File: src/rtl/yuvcrm_pkg.sv
package yuvcrm_pkg;

  // Widths of the stream fields and of the size registers.
  localparam int DIM_W    = 13;
  localparam int POS_W    = 12;
  localparam int SAMPLE_W = 8;
  localparam int ADDR_W   = 24;
  localparam int PLANE_W  = 2;
  localparam int PROD_W   = POS_W + DIM_W;

  // APB register file.
  localparam int CFG_DATA_W = 32;
  localparam int CFG_ADDR_W = 5;

  // Largest frame dimension that still produces results.
  localparam logic [DIM_W-1:0] MAX_DIM = DIM_W'(4096);

  localparam logic [DIM_W-1:0] RST_INPUT_WIDTH  = DIM_W'(640);
  localparam logic [DIM_W-1:0] RST_INPUT_HEIGHT = DIM_W'(480);
  localparam logic [DIM_W-1:0] RST_CROP_WIDTH   = DIM_W'(480);
  localparam logic [DIM_W-1:0] RST_CROP_HEIGHT  = DIM_W'(480);

  typedef enum logic [1:0] {
    MODE_CROP    = 2'd0,
    MODE_ROT90   = 2'd1,
    MODE_ROT270M = 2'd2,
    MODE_NONE    = 2'd3
  } mode_t;

  // Input plane codes; the output swaps the two chroma planes.
  localparam logic [PLANE_W-1:0] PLANE_Y       = 2'd0;
  localparam logic [PLANE_W-1:0] PLANE_C1      = 2'd1;
  localparam logic [PLANE_W-1:0] PLANE_C2      = 2'd2;
  localparam logic [PLANE_W-1:0] PLANE_INVALID = 2'd3;
  localparam logic [PLANE_W-1:0] OPLANE_Y      = 2'd0;
  localparam logic [PLANE_W-1:0] OPLANE_U      = 2'd1;
  localparam logic [PLANE_W-1:0] OPLANE_V      = 2'd2;

  typedef enum logic [2:0] {
    REG_MODE         = 3'd0,
    REG_INPUT_WIDTH  = 3'd1,
    REG_INPUT_HEIGHT = 3'd2,
    REG_CROP_WIDTH   = 3'd3,
    REG_CROP_HEIGHT  = 3'd4
  } reg_idx_t;

endpackage

File: src/rtl/yuv420_crop_rotate_mirror_address.sv
// Throughput: one request per cycle unless the output stalls; four register stages
// (offsets, crop test and operand select, multiplier, final add) advance together
// whenever the output is free. Requests outside the crop are dropped at the second
// stage and leave a bubble. Reset (rst_n low, synchronous) empties the pipeline and
// restores the registers to mode crop, input 640x480, crop 480x480.
module yuv420_crop_rotate_mirror_address (
  input  logic                                 clk,
  input  logic                                 rst_n,
  // APB configuration port.
  input  logic                                 cfg_psel,
  input  logic                                 cfg_penable,
  input  logic                                 cfg_pwrite,
  input  logic [yuvcrm_pkg::CFG_ADDR_W-1:0]    cfg_paddr,
  input  logic [yuvcrm_pkg::CFG_DATA_W-1:0]    cfg_pwdata,
  output logic [yuvcrm_pkg::CFG_DATA_W-1:0]    cfg_prdata,
  output logic                                 cfg_pready,
  // Input stream.
  input  logic                                 in_tvalid,
  output logic                                 in_tready,
  input  logic [31:0]                          in_tdata,  // row[11:0], col[23:12], sample[31:24]
  input  logic [yuvcrm_pkg::PLANE_W-1:0]       in_tuser,  // plane[1:0]
  // Output stream.
  output logic                                 out_tvalid,
  input  logic                                 out_tready,
  output logic [31:0]                          out_tdata, // address[23:0], sample[31:24]
  output logic [yuvcrm_pkg::PLANE_W-1:0]       out_tuser  // plane[1:0]
);

  localparam int DIM_W    = yuvcrm_pkg::DIM_W;
  localparam int POS_W    = yuvcrm_pkg::POS_W;
  localparam int SAMPLE_W = yuvcrm_pkg::SAMPLE_W;
  localparam int ADDR_W   = yuvcrm_pkg::ADDR_W;
  localparam int PLANE_W  = yuvcrm_pkg::PLANE_W;
  localparam int PROD_W   = yuvcrm_pkg::PROD_W;

  // ---------------------------------------------------------------------------
  // Configuration registers
  // ---------------------------------------------------------------------------
  yuvcrm_pkg::mode_t   mode_r;
  logic [DIM_W-1:0]    in_w_r, in_h_r, crop_w_r, crop_h_r;
  yuvcrm_pkg::reg_idx_t reg_idx;
  logic                cfg_wr;

  assign reg_idx    = yuvcrm_pkg::reg_idx_t'(cfg_paddr[4:2]);
  assign cfg_pready = 1'b1;
  assign cfg_wr     = cfg_psel && cfg_penable && cfg_pwrite && cfg_pready;

  always_ff @(posedge clk) begin
    if (!rst_n) begin
      mode_r   <= yuvcrm_pkg::MODE_CROP;
      in_w_r   <= yuvcrm_pkg::RST_INPUT_WIDTH;
      in_h_r   <= yuvcrm_pkg::RST_INPUT_HEIGHT;
      crop_w_r <= yuvcrm_pkg::RST_CROP_WIDTH;
      crop_h_r <= yuvcrm_pkg::RST_CROP_HEIGHT;
    end else if (cfg_wr) begin
      unique case (reg_idx)
        yuvcrm_pkg::REG_MODE:         mode_r   <= yuvcrm_pkg::mode_t'(cfg_pwdata[1:0]);
        yuvcrm_pkg::REG_INPUT_WIDTH:  in_w_r   <= cfg_pwdata[DIM_W-1:0];
        yuvcrm_pkg::REG_INPUT_HEIGHT: in_h_r   <= cfg_pwdata[DIM_W-1:0];
        yuvcrm_pkg::REG_CROP_WIDTH:   crop_w_r <= cfg_pwdata[DIM_W-1:0];
        yuvcrm_pkg::REG_CROP_HEIGHT:  crop_h_r <= cfg_pwdata[DIM_W-1:0];
        default: ;
      endcase
    end
  end

  always_comb begin
    unique case (reg_idx)
      yuvcrm_pkg::REG_MODE:         cfg_prdata = 32'(mode_r);
      yuvcrm_pkg::REG_INPUT_WIDTH:  cfg_prdata = 32'(in_w_r);
      yuvcrm_pkg::REG_INPUT_HEIGHT: cfg_prdata = 32'(in_h_r);
      yuvcrm_pkg::REG_CROP_WIDTH:   cfg_prdata = 32'(crop_w_r);
      yuvcrm_pkg::REG_CROP_HEIGHT:  cfg_prdata = 32'(crop_h_r);
      default:                      cfg_prdata = '0;
    endcase
  end

  // ---------------------------------------------------------------------------
  // Pipeline flow control: a stage moves when it is empty or its successor moves.
  // ---------------------------------------------------------------------------
  logic s1_v_r, s2_v_r, s3_v_r, s4_v_r;
  logic go1, go2, go3, go4;

  assign go4       = !s4_v_r || out_tready;
  assign go3       = !s3_v_r || go4;
  assign go2       = !s2_v_r || go3;
  assign go1       = !s1_v_r || go2;
  assign in_tready = go1;

  // ---------------------------------------------------------------------------
  // Stage 1: frame checks and offsets from the crop start.
  // ---------------------------------------------------------------------------
  logic [POS_W-1:0]    in_row, in_col;
  logic [SAMPLE_W-1:0] in_sample;
  logic                s0_chroma, s0_cfg_ok;
  logic [DIM_W-1:0]    h_diff, w_diff, start_row, start_col;
  logic [DIM_W:0]      s0_drow, s0_dcol;
  logic [PLANE_W-1:0]  s0_oplane;

  assign in_row    = in_tdata[11:0];
  assign in_col    = in_tdata[23:12];
  assign in_sample = in_tdata[31:24];

  always_comb begin
    s0_chroma = (in_tuser != yuvcrm_pkg::PLANE_Y);
    s0_oplane = (in_tuser == yuvcrm_pkg::PLANE_C1) ? yuvcrm_pkg::OPLANE_V :
                (in_tuser == yuvcrm_pkg::PLANE_C2) ? yuvcrm_pkg::OPLANE_U :
                                                     yuvcrm_pkg::OPLANE_Y;
    s0_cfg_ok = (mode_r != yuvcrm_pkg::MODE_NONE) &&
                (in_tuser != yuvcrm_pkg::PLANE_INVALID) &&
                (in_w_r <= yuvcrm_pkg::MAX_DIM) && (in_h_r <= yuvcrm_pkg::MAX_DIM) &&
                (crop_w_r <= yuvcrm_pkg::MAX_DIM) && (crop_h_r <= yuvcrm_pkg::MAX_DIM) &&
                (crop_w_r <= in_w_r) && (crop_h_r <= in_h_r);
    h_diff    = in_h_r - crop_h_r;
    w_diff    = in_w_r - crop_w_r;
    // Crop keeps the bottom rows in modes crop and rotate 90, the right columns in
    // the mirrored mode; the chroma start is half the luma margin, rounded down.
    start_row = s0_chroma ? (h_diff >> 1) : h_diff;
    start_col = s0_chroma ? (w_diff >> 1) : w_diff;
    s0_drow   = {2'b00, in_row} - {1'b0, start_row};
    s0_dcol   = {2'b00, in_col} - {1'b0, start_col};
  end

  logic                s1_chroma_r;
  logic [PLANE_W-1:0]  s1_oplane_r;
  logic [POS_W-1:0]    s1_row_r, s1_col_r;
  logic [DIM_W:0]      s1_drow_r, s1_dcol_r;
  logic [SAMPLE_W-1:0] s1_sample_r;

  always_ff @(posedge clk) begin
    if (!rst_n) begin
      s1_v_r <= 1'b0;
    end else if (go1) begin
      s1_v_r <= in_tvalid && s0_cfg_ok;
    end
  end

  always_ff @(posedge clk) begin
    if (go1) begin
      s1_chroma_r <= s0_chroma;
      s1_oplane_r <= s0_oplane;
      s1_row_r    <= in_row;
      s1_col_r    <= in_col;
      s1_drow_r   <= s0_drow;
      s1_dcol_r   <= s0_dcol;
      s1_sample_r <= in_sample;
    end
  end

  // ---------------------------------------------------------------------------
  // Stage 2: crop test and multiplier operand selection.
  // ---------------------------------------------------------------------------
  logic [DIM_W-1:0] hp, wp, chp, cwp;
  logic [DIM_W-1:0] row_x, col_x, rel_row, rel_col, mirror_col, rot_rest, mir_rest;
  logic             in_frame, s1_keep;
  logic [POS_W-1:0] s1_mul_a, s1_addend;
  logic [DIM_W-1:0] s1_mul_b;

  always_comb begin
    hp         = s1_chroma_r ? (in_h_r >> 1)   : in_h_r;
    wp         = s1_chroma_r ? (in_w_r >> 1)   : in_w_r;
    chp        = s1_chroma_r ? (crop_h_r >> 1) : crop_h_r;
    cwp        = s1_chroma_r ? (crop_w_r >> 1) : crop_w_r;
    row_x      = {1'b0, s1_row_r};
    col_x      = {1'b0, s1_col_r};
    rel_row    = s1_drow_r[DIM_W-1:0];
    rel_col    = s1_dcol_r[DIM_W-1:0];
    mirror_col = cwp - DIM_W'(1) - rel_col;
    rot_rest   = chp - DIM_W'(1) - rel_row;
    mir_rest   = chp - DIM_W'(1) - row_x;
    in_frame   = (row_x < hp) && (col_x < wp);
    unique case (mode_r)
      yuvcrm_pkg::MODE_CROP: begin
        s1_keep   = in_frame && !s1_drow_r[DIM_W] && (rel_row < chp) && (col_x < cwp);
        s1_mul_a  = rel_row[POS_W-1:0];
        s1_mul_b  = crop_w_r;
        s1_addend = s1_col_r;
      end
      yuvcrm_pkg::MODE_ROT90: begin
        s1_keep   = in_frame && !s1_drow_r[DIM_W] && (rel_row < chp) && (col_x < cwp);
        s1_mul_a  = s1_col_r;
        s1_mul_b  = crop_h_r;
        s1_addend = rot_rest[POS_W-1:0];
      end
      yuvcrm_pkg::MODE_ROT270M: begin
        s1_keep   = in_frame && (row_x < chp) && !s1_dcol_r[DIM_W] && (rel_col < cwp);
        s1_mul_a  = mirror_col[POS_W-1:0];
        s1_mul_b  = crop_h_r;
        s1_addend = mir_rest[POS_W-1:0];
      end
      default: begin
        s1_keep   = 1'b0;
        s1_mul_a  = '0;
        s1_mul_b  = '0;
        s1_addend = '0;
      end
    endcase
  end

  logic                s2_chroma_r;
  logic [PLANE_W-1:0]  s2_oplane_r;
  logic [SAMPLE_W-1:0] s2_sample_r;
  logic [POS_W-1:0]    s2_mul_a_r, s2_addend_r;
  logic [DIM_W-1:0]    s2_mul_b_r;

  always_ff @(posedge clk) begin
    if (!rst_n) begin
      s2_v_r <= 1'b0;
    end else if (go2) begin
      s2_v_r <= s1_v_r && s1_keep;
    end
  end

  always_ff @(posedge clk) begin
    if (go2) begin
      s2_chroma_r <= s1_chroma_r;
      s2_oplane_r <= s1_oplane_r;
      s2_sample_r <= s1_sample_r;
      s2_mul_a_r  <= s1_mul_a;
      s2_mul_b_r  <= s1_mul_b;
      s2_addend_r <= s1_addend;
    end
  end

  // ---------------------------------------------------------------------------
  // Stage 3: the multiply.
  // ---------------------------------------------------------------------------
  logic                s3_chroma_r;
  logic [PLANE_W-1:0]  s3_oplane_r;
  logic [SAMPLE_W-1:0] s3_sample_r;
  logic [POS_W-1:0]    s3_addend_r;
  logic [PROD_W-1:0]   s3_prod_r;

  always_ff @(posedge clk) begin
    if (!rst_n) begin
      s3_v_r <= 1'b0;
    end else if (go3) begin
      s3_v_r <= s2_v_r;
    end
  end

  always_ff @(posedge clk) begin
    if (go3) begin
      s3_chroma_r <= s2_chroma_r;
      s3_oplane_r <= s2_oplane_r;
      s3_sample_r <= s2_sample_r;
      s3_addend_r <= s2_addend_r;
      s3_prod_r   <= PROD_W'(s2_mul_a_r) * PROD_W'(s2_mul_b_r);
    end
  end

  // ---------------------------------------------------------------------------
  // Stage 4: halve the product for chroma, add the offset, wrap to 24 bits.
  // ---------------------------------------------------------------------------
  logic [PROD_W-1:0]   scaled;
  logic [ADDR_W-1:0]   addr_nxt;
  logic [PLANE_W-1:0]  s4_oplane_r;
  logic [SAMPLE_W-1:0] s4_sample_r;
  logic [ADDR_W-1:0]   s4_addr_r;

  assign scaled   = s3_chroma_r ? (s3_prod_r >> 1) : s3_prod_r;
  assign addr_nxt = scaled[ADDR_W-1:0] + ADDR_W'(s3_addend_r);

  always_ff @(posedge clk) begin
    if (!rst_n) begin
      s4_v_r <= 1'b0;
    end else if (go4) begin
      s4_v_r <= s3_v_r;
    end
  end

  always_ff @(posedge clk) begin
    if (go4) begin
      s4_oplane_r <= s3_oplane_r;
      s4_sample_r <= s3_sample_r;
      s4_addr_r   <= addr_nxt;
    end
  end

  assign out_tvalid = s4_v_r;
  assign out_tdata  = {s4_sample_r, s4_addr_r};
  assign out_tuser  = s4_oplane_r;

  // ---------------------------------------------------------------------------
  // Assertions
  // ---------------------------------------------------------------------------
  // A stalled request in the first stage keeps its position data.
  assert property (@(posedge clk) disable iff (!rst_n)
    s1_v_r && !go2 |=> s1_v_r && $stable(s1_row_r) && $stable(s1_col_r))
    else $error("stage 1 lost or changed a stalled request");

  // Only luma maps to the luma output plane; chroma is swapped onto U or V.
  assert property (@(posedge clk) disable iff (!rst_n)
    s2_v_r |-> ((s2_oplane_r == yuvcrm_pkg::OPLANE_Y) == !s2_chroma_r))
    else $error("output plane does not match the input plane kind");

  // An empty first stage always takes a new request.
  assert property (@(posedge clk) disable iff (!rst_n)
    !s1_v_r |-> in_tready)
    else $error("input stalled with an empty first stage");

endmodule

File: config.mk
export PLATFORM = sky130hd
export DESIGN_NAME = yuv420_crop_rotate_mirror_address
export DESIGN_NICKNAME = d
export VERILOG_FILES = /design/src/rtl/yuvcrm_pkg.sv /design/src/rtl/yuv420_crop_rotate_mirror_address.sv
export SDC_FILE = /design/constraint.sdc
export NUM_CORES = 1
export LEC_CHECK = 0
export BUFFER_PORTS_ARGS = -buffer_cell sky130_fd_sc_hd__buf_2
export CORE_MARGIN = 2
export CORE_UTILIZATION = 50
export CTS_BUF_LIST = sky130_fd_sc_hd__clkbuf_4 sky130_fd_sc_hd__clkbuf_8
export CTS_CLUSTER_DIAMETER = 30
export CTS_CLUSTER_SIZE = 28
export DETAILED_ROUTE_END_ITERATION = 6
export PLACE_DENSITY = 0.74
export SYNTH_ARGS = -nofsm -noshare
export SYNTH_HDL_FRONTEND = slang
export SYNTH_SLANG_ARGS = --single-unit
File: constraint.sdc
create_clock -name clk -period 5.6 [get_ports clk]
set_clock_uncertainty 0.1 [all_clocks]
set_input_delay 0.28 -clock clk [delete_from_list [all_inputs] [get_ports clk]]
set_output_delay 0.28 -clock clk [all_outputs]
set_load 0.03 [all_outputs]
# Word-level counts from Yosys, hierarchy flattened
# Index checks and enable logic that the tools add are counted.
# word_totals
ff_bits	251
wordCells	114
output_inout_bits	69
# classes
order_cmp	12
eq_ne	10
reduce_logical	38
n_mul	1
mux	13
n_addsub	10
# ops
operator	count
$mux 13	6
$pmux 12 s3	2
$pmux 13 s5	1
$le 13x13->1 const B	4
$lt 12x13->1	4
$sub 12x12->12	3
$sub 12x13->14	2
$le 13x13->1	2
$lt 13x13->1	2
$pmux 13 s2	1
$sub 13x13->13	2
$mul 12x13->25	1
$add 24x12->24	1
$mux 24	1
$sub 12x1->12 const B	2
$logic_and 1x1->1	18
$reduce_and 2->1	5
$eq 3x2->1 const B	2
$logic_not 1->1	6
$eq 2x1->1 const B	2
$eq 2x2->1 const B	2
$logic_or 1x1->1	4
$ne 2x2->1 const B	2
$reduce_or 2->1	2
7 further kinds	7

# Longest topological paths before layout
# logic_depth
word_depth	9
ltp_mapped	20
ltp_nobuf	19

# Least setup slack after synthesis
# OpenSTA, ideal clock, no wires.
# synth_timing
path_kind	register -> register
start	register s2_mul_a_r[11]
end	register s3_prod_r[24] (data pin)
arrival_ns	5.119
n_path_buf	2
slack_ns	0.120
stages_incl_launch_ff	21
setup_time_ns	0.261
path_cell_list	edfxtp_1 clkbuf_1 and2_1 fa_1 inv_1 fa_1 inv_1 fa_1 fa_1 inv_1 fa_1 inv_1 ha_1 clkbuf_1 a21oi_1 o22ai_1 nor2_1 o31ai_1 a31o_2 nor4_1 a311o_1
# synth_via
elab_chain_len	1
# synth_lines
element	line_no	rtl
start: declaration	yuv420_crop_rotate_mirror_address.sv:203	logic [POS_W-1:0] s2_mul_a_r, s2_addend_r;
start signal: assignment	yuv420_crop_rotate_mirror_address.sv:219	s2_mul_a_r <= s1_mul_a;
$mul 12x13->25	yuv420_crop_rotate_mirror_address.sv:248	s3_prod_r <= PROD_W'(s2_mul_a_r) * PROD_W'(s2_mul_b_r);
end signal: assignment	yuv420_crop_rotate_mirror_address.sv:248	
end: declaration	yuv420_crop_rotate_mirror_address.sv:232	logic [PROD_W-1:0] s3_prod_r;
# No other way between the ends.
# A chain may end at the register's enable or synchronous reset.

# Worst setup path in the final report
# layout_timing
start	register s2_mul_a_r[5]
end	register s3_prod_r[18] (data pin)
# The elaborated chain is that of the path after synthesis.

==> results.md <==
* CTS tree: built
* First drt pass iteration count at 7
* Worst reg2reg setup slack at 170 ps
* Hold Fails Final Rpt at 0
* Max VDD drop at between 0.6 and 0.7 mV
* Critical Path AT at roughly 5700 ps
* First-pass GRT wire length at 86000 µm
* Final setup fails at 0
* Antenna Nets Post-Route at 0
* Status: finished, final reports clean
* Post-layout nets at about 2800
* WHS Path Cells at 5
* Synth unique cells at about 80
* Crit Path Category: register to register
* Xor and xnor area share after synthesis at around 4.6%
* Slew headroom at 26.8%
* Post-Place Cells at ~2800
* Async set or reset register ratio after synthesis at 0%
* Final Max Tran Viols at 0
* Die Width at 211 µm
* EDFF count, synth at approximately 190
* # DRC at 0
* Initial DRC Count at 1156
* Worst Hold Endpoint: mode_r[0]
* Total gr overflow at 0
* Syn-to-layout area delta at 14.5%
* Post-route minimum period at between 5000 and 6000 ps
* Critical Path Sink Type: register
* Hold path startpoint: cfg_penable
* Std cell rows at 75
* CTS Sinks at around 250
* Tightest Pin Transition at ~1100 ps
* Largest net degree at the start of global routing at 65
* Ranking of synthesized cells by area: edfxtp_1 (27%), ha_1 (13%), fa_1 (11%), dfxtp_1 (5.4%), nand2_1 (4.6%)
* R2R cell count at 19
* Vias per cell at approximately 5.6
* Total die area at ~0.044 mm²
* Mapped Area at around 0.021 mm²
* Utilization after layout at 58.1%
* Antenna Cells at 0
* WL/cell at ~18 µm
* Synthesis Warnings at 0
* Vias at roughly 17000
* Reg-to-reg startpoint: s2_mul_a_r[5]
* Max clock buf depth at 3
* Final non-filler cell total at 2949
* Synth Instances at approximately 2200
* Complex-gate fraction of the synthesized area at 14.1%
* Post-DP HPWL at 42400 µm
* Dominant cell type by area after synthesis: edfxtp_1
* Share of cells above drive strength 1 at between 10% and 20%
* I/O pins at around 150
* CP Max Fanout at 5
* CTS root buffer: clkbuf_8
* Top FF cell, synth: edfxtp_1
* Required @ worst endpoint at approximately 5900 ps
* RR Endpoint: s3_prod_r[18]
* Post-Syn Area per Cell at between 9 and 10 µm²
* Register area share after synthesis at about a third
* H-tree depth at 2
* Drt total wl at 54500 µm
* Post-synthesis adder-cell area fraction at a little under a quarter
* Share of the synthesized area in the top cell type at about 27%
* Die Span Y at between 200 and 250 µm
* Mux cell area share after synthesis at under 10%
* Static leakage at roughly 11 nW
* Hold/Removal Path Class: input port to register
* Peak Freq at around 0.18 GHz
* Core Footprint at ~0.042 mm²
* Cts bufs inserted at between 50 and 60
* Vias in the first global route at between 15000 and 20000
* CP Launch Type: register
* Antenna violations before repair at 0
* Worst-skew pair later-pin latency at 660 ps
* Seq cells post-synth at 251
* Largest family of logic cells by synthesized area: adder cells
* Simple-gate share of the synthesized area at around 13%
* Global Route Usage Sum at between 20% and 30%
* Max cap viols at 0
* Clock transition at path regs at 50 ps
* Starting Density at about half
* Routability congestion estimate at about 1
* Crit share post-route at a little over nine tenths
* P per Cell Area at 490 mW/mm²
* # port buffers at 105
## cell families after synthesis
family | count (synthesis)
XOR/XNOR | 113
multiplexers | 112
AND/OR/NAND/NOR | 585
adder cells (fa/ha/maj) | 337
other | 2
flip-flops | 251
AO/OA/AOI/OAI | 440
buffers and inverters | 337
## sequential cells by signal, summed over array words and instances, names as in the netlist, 12 cells and up
signal / count
in_w_r: 13
crop_h_r: 13
s1_drow_r: 14
s1_row_r: 12
s4_addr_r: 24
s3_prod_r: 25
s3_addend_r: 12
s2_mul_b_r: 13
in_h_r: 13
s2_mul_a_r: 12
s2_addend_r: 12
crop_w_r: 13
s1_dcol_r: 14
s1_col_r: 12
## cell usage in the layout, fill, tap and decap left out, drive strengths merged, types with 17 or more instances in the layout
cell type,netlist,final
a21boi,35,35
inv,231,240
and2,65,65
nand3,34,34
conb,2,20
buf,34,162
o211ai,22,22
clkbuf,72,74
nor2b,37,37
xor2,42,42
a22oi,34,34
nand2,262,262
a21oi,101,101
mux2,23,23
mux2i,89,89
xnor2,71,71
edfxtp,193,193
nand2b,17,17
dlygate4sd3,0,49
a211oi,21,21
nor2,98,98
o21ai,76,76
ha,220,220
dfxtp,58,58
a21o,32,32
fa,117,117
o21a,39,39
## worst max path at each step
stage / from / end / cells past startpoint
final: s2_mul_a_r[5] / s3_prod_r[18] / 19
after global routing: s2_mul_b_r[5] / s3_prod_r[18] / 19
after CTS: s2_mul_a_r[10] / s3_prod_r[17] / 15
after detailed placement: s2_mul_a_r[10] / s3_prod_r[17] / 15
after global placement: s2_mul_b_r[5] / s3_prod_r[24] / 18
after floorplan: s2_mul_a_r[11] / s3_prod_r[24] / 20
## worst max-delay path, cell delays in order, from the launching register on
cell,delay (ps)
edfxtp_1,450
clkbuf_2,190
buf_4,150
and2_1,160
fa_1,470
ha_1,240
fa_1,530
inv_1,50
fa_1,460
fa_1,540
inv_1,40
ha_1,340
o21a_1,190
o31a_1,150
nor4b_4,270
o21ai_2,130
buf_4,180
a211o_1,250
a21oi_1,200
xnor2_1,80
## layer usage
metal  share of wire [%]  track usage (%)  vias up  routed length [µm]
li1                    -                -     7949                   -
met4                 5.2             12.7        0                2840
met2                  47             41.0      584               25800
met5                   0                0        -                   0
met1                  41             30.7     7889               22400
met3                 6.3             4.20      167                3440
## synth_stat cells, types with 6 or more instances
cell type  instances
nand2_1          262
inv_1            231
ha_1             220
edfxtp_1         193
fa_1             117
a21oi_1           99
nor2_1            97
mux2i_1           88
clkbuf_1          72
xnor2_1           71
o21ai_0           66
and2_1            65
dfxtp_1           58
xor2_1            42
o21a_1            39
nor2b_1           37
a21boi_0          35
a22oi_1           34
nand3_1           34
a21o_1            32
mux2_2            22
o211ai_1          22
buf_4             20
a211oi_1          18
nand2b_1          16
nand4_1           16
nor3_1            15
nor4_1            15
o21ai_1           10
and3_1             8
buf_2              8
o22ai_1            8
or3_1              8
a211o_1            7
a222oi_1           7
a31oi_1            6
o2111ai_1          6
o21bai_1           6
o31ai_1            6
## metrics by stage
stage	instance area (µm²)	hold WS, ps	worst slack [ps]	TNS [ps]	total power (W)
finish	24400	150	166	0	0.0120
global route	24400	174	-55.9	-75.1	0.0130
CTS	24200	110	25.3	0	0.0116
detailed placement	22300	305	29.8	0	0.00920
global placement	22300	305	158	0	0.00896
floorplan	21400	279	120	0	0.00784
## area by class of cell
class | count | area [µm²]
clock buffers | 73 | 923
well taps | 539 | 674
inverters | 231 | 867
fillers | 3564 | 17600
repair buffers | 212 | 1440
flip-flops and latches | 251 | 6960
multi-input cells | 1607 | 13100
clock inverters | 36 | 417
## report_power, final
part	total, W	switching [W]	internal [W]	leakage, nW
Sequential	0.00279	0.000234	0.00256	2.55
Combinational	0.00681	0.00387	0.00295	7.74
Clock	0.00237	0.000962	0.00141	0.685
## repair_timing
item	CTS	global route
hold buffers	49	0
endpoints found under the hold margin	96	0
resized for setup	0	16
setup endpoints to repair	0	10
setup buffers	0	26
(Power assumes the default switching activity.)
